**src/hw/rtl/wsp_pkg.sv**
```systemverilog
package wsp_pkg;

  localparam int FRAC_BITS = 16;
  // Dividend width of the NDC divide: magnitude of a clip value times 2^FRAC_BITS.
  localparam int DIV_W     = 32 + FRAC_BITS;
  localparam int SAT_W     = 72;
  localparam logic signed [31:0] VIS_THRESH = 32'(((1 << FRAC_BITS) + 5) / 10);
  localparam logic signed [31:0] S32_MAX = 32'sh7FFF_FFFF;
  localparam logic signed [31:0] S32_MIN = 32'sh8000_0000;

  typedef enum logic [7:0] {
    CFG_WIDTH  = 8'd0,
    CFG_HEIGHT = 8'd1
  } cfg_idx_e;

  typedef enum logic {
    REQ_LOAD    = 1'b0,
    REQ_PROJECT = 1'b1
  } req_type_e;

  typedef struct packed {
    logic               req_type;
    logic [3:0]         entry_index;
    logic signed [31:0] entry_value;
    logic signed [31:0] pos_x;
    logic signed [31:0] pos_y;
    logic signed [31:0] pos_z;
  } in_word_t;

  typedef struct packed {
    logic               visible;
    logic signed [31:0] screen_x;
    logic signed [31:0] screen_y;
  } out_word_t;

  function automatic logic signed [31:0] sat32(input logic signed [SAT_W-1:0] v);
    logic signed [31:0] r;
    if (v > SAT_W'(S32_MAX)) begin
      r = S32_MAX;
    end else if (v < SAT_W'(S32_MIN)) begin
      r = S32_MIN;
    end else begin
      r = v[31:0];
    end
    return r;
  endfunction

endpackage

```
**src/hw/rtl/wsp_screen.sv**
```systemverilog
module wsp_screen
  import wsp_pkg::*;
(
  input  logic               clk_i,
  input  logic               rst_ni,
  input  logic               en_i,
  input  logic               valid_i,
  input  logic               visible_i,
  input  logic signed [31:0] nx_i,
  input  logic signed [31:0] ny_i,
  input  logic [12:0]        hw_i,
  input  logic [12:0]        hh_i,
  output logic               valid_o,
  output out_word_t          word_o
);

  localparam int SW = 50;

  logic               vld_a_q, vld_b_q, vis_a_q;
  logic signed [45:0] mx_q, my_q;
  logic signed [31:0] nx_q, ny_q;
  logic [12:0]        hw_q, hh_q;
  logic signed [SW-1:0] sx_w, sy_w;
  out_word_t          word_d, word_q;

  always_ff @(posedge clk_i or negedge rst_ni) begin
    if (!rst_ni) begin
      vld_a_q <= 1'b0;
      vld_b_q <= 1'b0;
    end else if (en_i) begin
      vld_a_q <= valid_i;
      vld_b_q <= vld_a_q;
    end
  end

  always_ff @(posedge clk_i) begin
    if (en_i) begin
      mx_q    <= 46'($signed({1'b0, hw_i})) * 46'(nx_i);
      my_q    <= 46'($signed({1'b0, hh_i})) * 46'(ny_i);
      nx_q    <= nx_i;
      ny_q    <= ny_i;
      hw_q    <= hw_i;
      hh_q    <= hh_i;
      vis_a_q <= visible_i;
    end
  end

  assign sx_w = SW'(mx_q) + SW'(nx_q) + (SW'(hw_q) <<< FRAC_BITS);
  assign sy_w = SW'(ny_q) - SW'(my_q) + (SW'(hh_q) <<< FRAC_BITS);

  always_comb begin
    word_d.visible  = vis_a_q;
    word_d.screen_x = vis_a_q ? sat32(SAT_W'(sx_w)) : '0;
    word_d.screen_y = vis_a_q ? sat32(SAT_W'(sy_w)) : '0;
  end

  always_ff @(posedge clk_i) begin
    if (en_i) begin
      word_q <= word_d;
    end
  end

  assign valid_o = vld_b_q;
  assign word_o  = word_q;

endmodule

```
**config.mk**
```make
export PLATFORM = sky130hd
export DESIGN_NAME = wsp_screen
export DESIGN_NICKNAME = d
export VERILOG_FILES = /design/src/hw/rtl/wsp_pkg.sv /design/src/hw/rtl/wsp_screen.sv
export SDC_FILE = /design/constraint.sdc
export NUM_CORES = 2
export LEC_CHECK = 0
export CAP_MARGIN = 20
export CORE_ASPECT_RATIO = 0.75
export CORE_MARGIN = 5
export CORE_UTILIZATION = 55
export CTS_CLUSTER_DIAMETER = 150
export DETAILED_ROUTE_END_ITERATION = 7
export DONT_BUFFER_PORTS = 1
export PLACE_DENSITY_LB_ADDON = 0.1
export SKIP_LAST_GASP = 1
export SLEW_MARGIN = 20
export SYNTH_ARGS = -nofsm -noshare
export SYNTH_HDL_FRONTEND = slang
export SYNTH_SLANG_ARGS = --single-unit
export TNS_END_PERCENT = 50
```
**constraint.sdc**
```tcl
create_clock -name clk_i -period 5.9 [get_ports clk_i]
set_clock_uncertainty 0.2 [all_clocks]
set_input_delay 1.18 -clock clk_i [delete_from_list [all_inputs] [get_ports clk_i]]
set_output_delay 1.18 -clock clk_i [all_outputs]
set_load 0.1 [all_outputs]
```
==> metrics <==
DR vias/cell=5.44; Setup crit end kind=register; drt pass-1 iters=8; Yosys top cell by area=fa_1; yosys warns=0; clk root buf=clkbuf_16; placed insts=roughly 5700; worst slew pin tran=about 1.1 ns; PnR worst setup slack=-1.05 ns; synthesized instance count=around 4600; All-Layer GR Usage=26.8%; max_cap viols=0; Crit. Startpoint=hh_i[2]; register area share after synthesis=between 15 and 20%; CP arrival=about 7.1 ns; CTS sink cnt=250; register bit total from synthesis=250; Max transition margin=between 20% and 30%; Final setup viols=55; Initial Util=a little under three fifths; cts hold-fix bufs=0; drt wl/cell=approximately 19 um; Tcrit/Tclk final=118%; PortBufs=0; iteration-0 DRC count of the detailed router=~2300; RSZ-0062 raised after global routing=yes; global placer's final weighted congestion=between 0.9 and 1; most frequent cells after synthesis=980 x inv_1, 784 x fa_1, 493 x nand2_1, 444 x and2_1, 370 x ha_1; crit path to=my_q[43]$_DFFE_PP_; Num CTS Buffers=28; crit start category=input pin; fraction of registers with async set/reset=0.800%; global-route wire length before repair=approximately 180 mm; Critical Path, Cell by Cell=and2_1 -> fa_1 -> inv_1 -> fa_1 -> inv_1 -> fa_1 -> fa_2 -> fa_1 -> inv_1 -> fa_1 -> inv_1 -> ha_1 -> a21o_1 -> a21o_1 -> a21o_1 -> a31oi_1 -> o21ai_1 -> a22o_1 -> a311oi_4 -> nor2_2 -> a31o_4 -> a311o_1 -> a41oi_2 -> xnor2_1; top-level port count=~160; Post-Syn Nets=5834; core area=around 79000 sq um; Req. time, crit path=roughly 6 ns; R2R depth=17; TritonCTS clock tree=done; row cnt=89; most common cell in the netlist=inv_1; status=finished, violations left; final net count=5998; Main synth FF type=edfxtp_1; r2r endpoint=word_o[10]$_SDFFCE_PN0P_; maximum fanout along the worst path=33; cell mode on critical path=fa_1; Worst path max stage delay=approximately 0.55 ns; Critical R2R Launch=ny_q[19]$_DFFE_PP_; total wire length=111 mm; post-layout min period=approximately 6.9 ns; critical path class=in2reg; vias in the first global route=33400; # DRC=0; Post-DP HPWL=87.1 mm; Fin. Hold Viols=0; top-area cell type share of the netlist area=35.8%; reg2reg setup slack=approximately 0.16 ns; layout cell share with drive strength beyond 1=a little under an eighth; Fill cells=6700; initial antenna violation count=3; top cells by area, synth=fa_1 36%, edfxtp_1 17%, ha_1 11%; area growth from synthesis to layout=11.2%; width of the die=roughly 340 um; die height=approximately 250 um; mapped cell area=43900 sq um; Longest Clk Path Bufs=3; Distinct cells, synth=slightly below 80; die area=about 86000 sq um; GR Overflow Total=0; worst hold path type=in2async; failing checks=negative setup slack; vias post-DR=between 30000 and 40000; Max Clk Rate=approximately 140 MHz; number of flops mapped to enable cells by yosys=248; Non-Filler Instances=slightly below 6000; Final ANT Viol Nets=0; Clock transition at path regs=approximately 0.060 ns; Worst path slowest cell=fa_1; Avg Inst Size Synth=approximately 9.6 sq um; Slew Viols, Final=0; largest net degree at the start of global routing=around 250; Worst-Skew Late Latency=0.58 ns; H-tree depth=1
placed cells by master (no fill, tap or decap), types with 10 or more instances in the layout:
master       n
ha_1       343
nand3_1     27
and2_1     427
inv_2       11
nor3_1      28
a21oi_2     25
o21bai_1    23
and2_4      17
xor2_1      61
fa_1       775
a21oi_1    154
nor2b_1     14
nand2_1    490
a31oi_1     17
a21o_1     112
edfxtp_1   248
ha_4        25
nor4_1      10
o21ai_1     39
xnor2_1    104
nand2b_1    30
nor2_1      85
o211ai_1    11
o21a_1      17
buf_4      301
clkbuf_16   28
and4_1      10
and3_1      13
nand4_1     25
o21ai_0     98
inv_1      969
buf_6       18
layout make-up:
class | count | area [sq um] | area share (%)
inverter | 980 | 3680 | 7.54
clock inverter | 15 | 118 | 0.241
timing repair buffer | 319 | 2460 | 5.05
sequential | 250 | 7500 | 15.4
clock buffer | 37 | 734 | 1.51
multi-input combinational | 3170 | 33000 | 67.6
tap | 1046 | 1310 | 2.68
antenna | 1 | 2.50 | 0.00513
worst min-delay path by stage:
| stage | from | end | cells past startpoint |
|---|---|---|---|
| after global placement | vld_a_q$_DFFE_PN0P_ | valid_o$_DFFE_PN0P_ | 1 |
| after detailed placement | vld_a_q$_DFFE_PN0P_ | valid_o$_DFFE_PN0P_ | 1 |
| after CTS | rst_ni | vld_a_q$_DFFE_PN0P_ | 0 |
| final | rst_ni | vld_a_q$_DFFE_PN0P_ | 0 |
| after floorplan | vis_a_q$_DFFE_PP_ | word_o[64]$_DFFE_PP_ | 0 |
| after global routing | rst_ni | vld_a_q$_DFFE_PN0P_ | 0 |
timing repair:
item | in CTS | in global routing
setup endpoints to repair | 51 | 61
gates cloned | 0 | 0
buffers inserted | 20 | 15
resized for setup | 58 | 57
pin swaps | 68 | 61
worst max-delay path, delay by kind of cell:
kind	cells	cell delay (ns)
AO/OA/AOI/OAI	10	2.17
adder cells (fa/ha/maj)	7	3.17
AND/OR/NAND/NOR	2	0.23
XOR/XNOR	1	0.09
buffers and inverters	4	0.20
layer usage:
metal	vias to the layer above	global-route usage (%)	share of wire, %
met3	99	5.91	8.1
met5	-	0.764	0.098
li1	14600	-	-
met1	15900	42.1	49
met2	972	39.4	41
met4	4	3.39	1.2
state kept, by name (all words and copies together) (netlist names):
signal / count
hh_q: 13
vis_a_q: 1
hw_q: 13
my_q: 46
valid_o: 1
nx_q: 32
vld_a_q: 1
ny_q: 32
mx_q: 46
word_o: 65
metrics by stage:
stage / worst slack [ns] / hold WS, ns / instance area (sq um) / TNS, ns / utilization, %
CTS: -0.951 / 0.0482 / 48500 / -24.89 / 61.5
finish: -1.05 / 0.0831 / 48800 / -29.57 / 61.9
global placement: -1.61 / 0.289 / 47300 / -60.65 / 60.0
detailed placement: -1.66 / 0.298 / 47300 / -62.59 / 60.0
floorplan: -1.39 / 0.265 / 44600 / -41.75 / -
global route: -1.24 / 0.0534 / 48800 / -41.32 / 61.9
logic make-up (layout without fill, tap and decap cells):
logic type      Yosys count  after routing  share of synthesized area (%)
buf+inv                1165           1351                           10.0
simple gates           1225           1225                           14.1
compound gates          613            613                           8.93
fa+ha+maj              1154           1154                           46.3
mux                       3              3                         0.0741
flops                   250            250                           17.1
xor+xnor                175            175                           3.49
other cells               0              1                              0
Power is not shown: default switching activity piles up to over one toggle a cycle in this logic, so the estimate is an artifact.
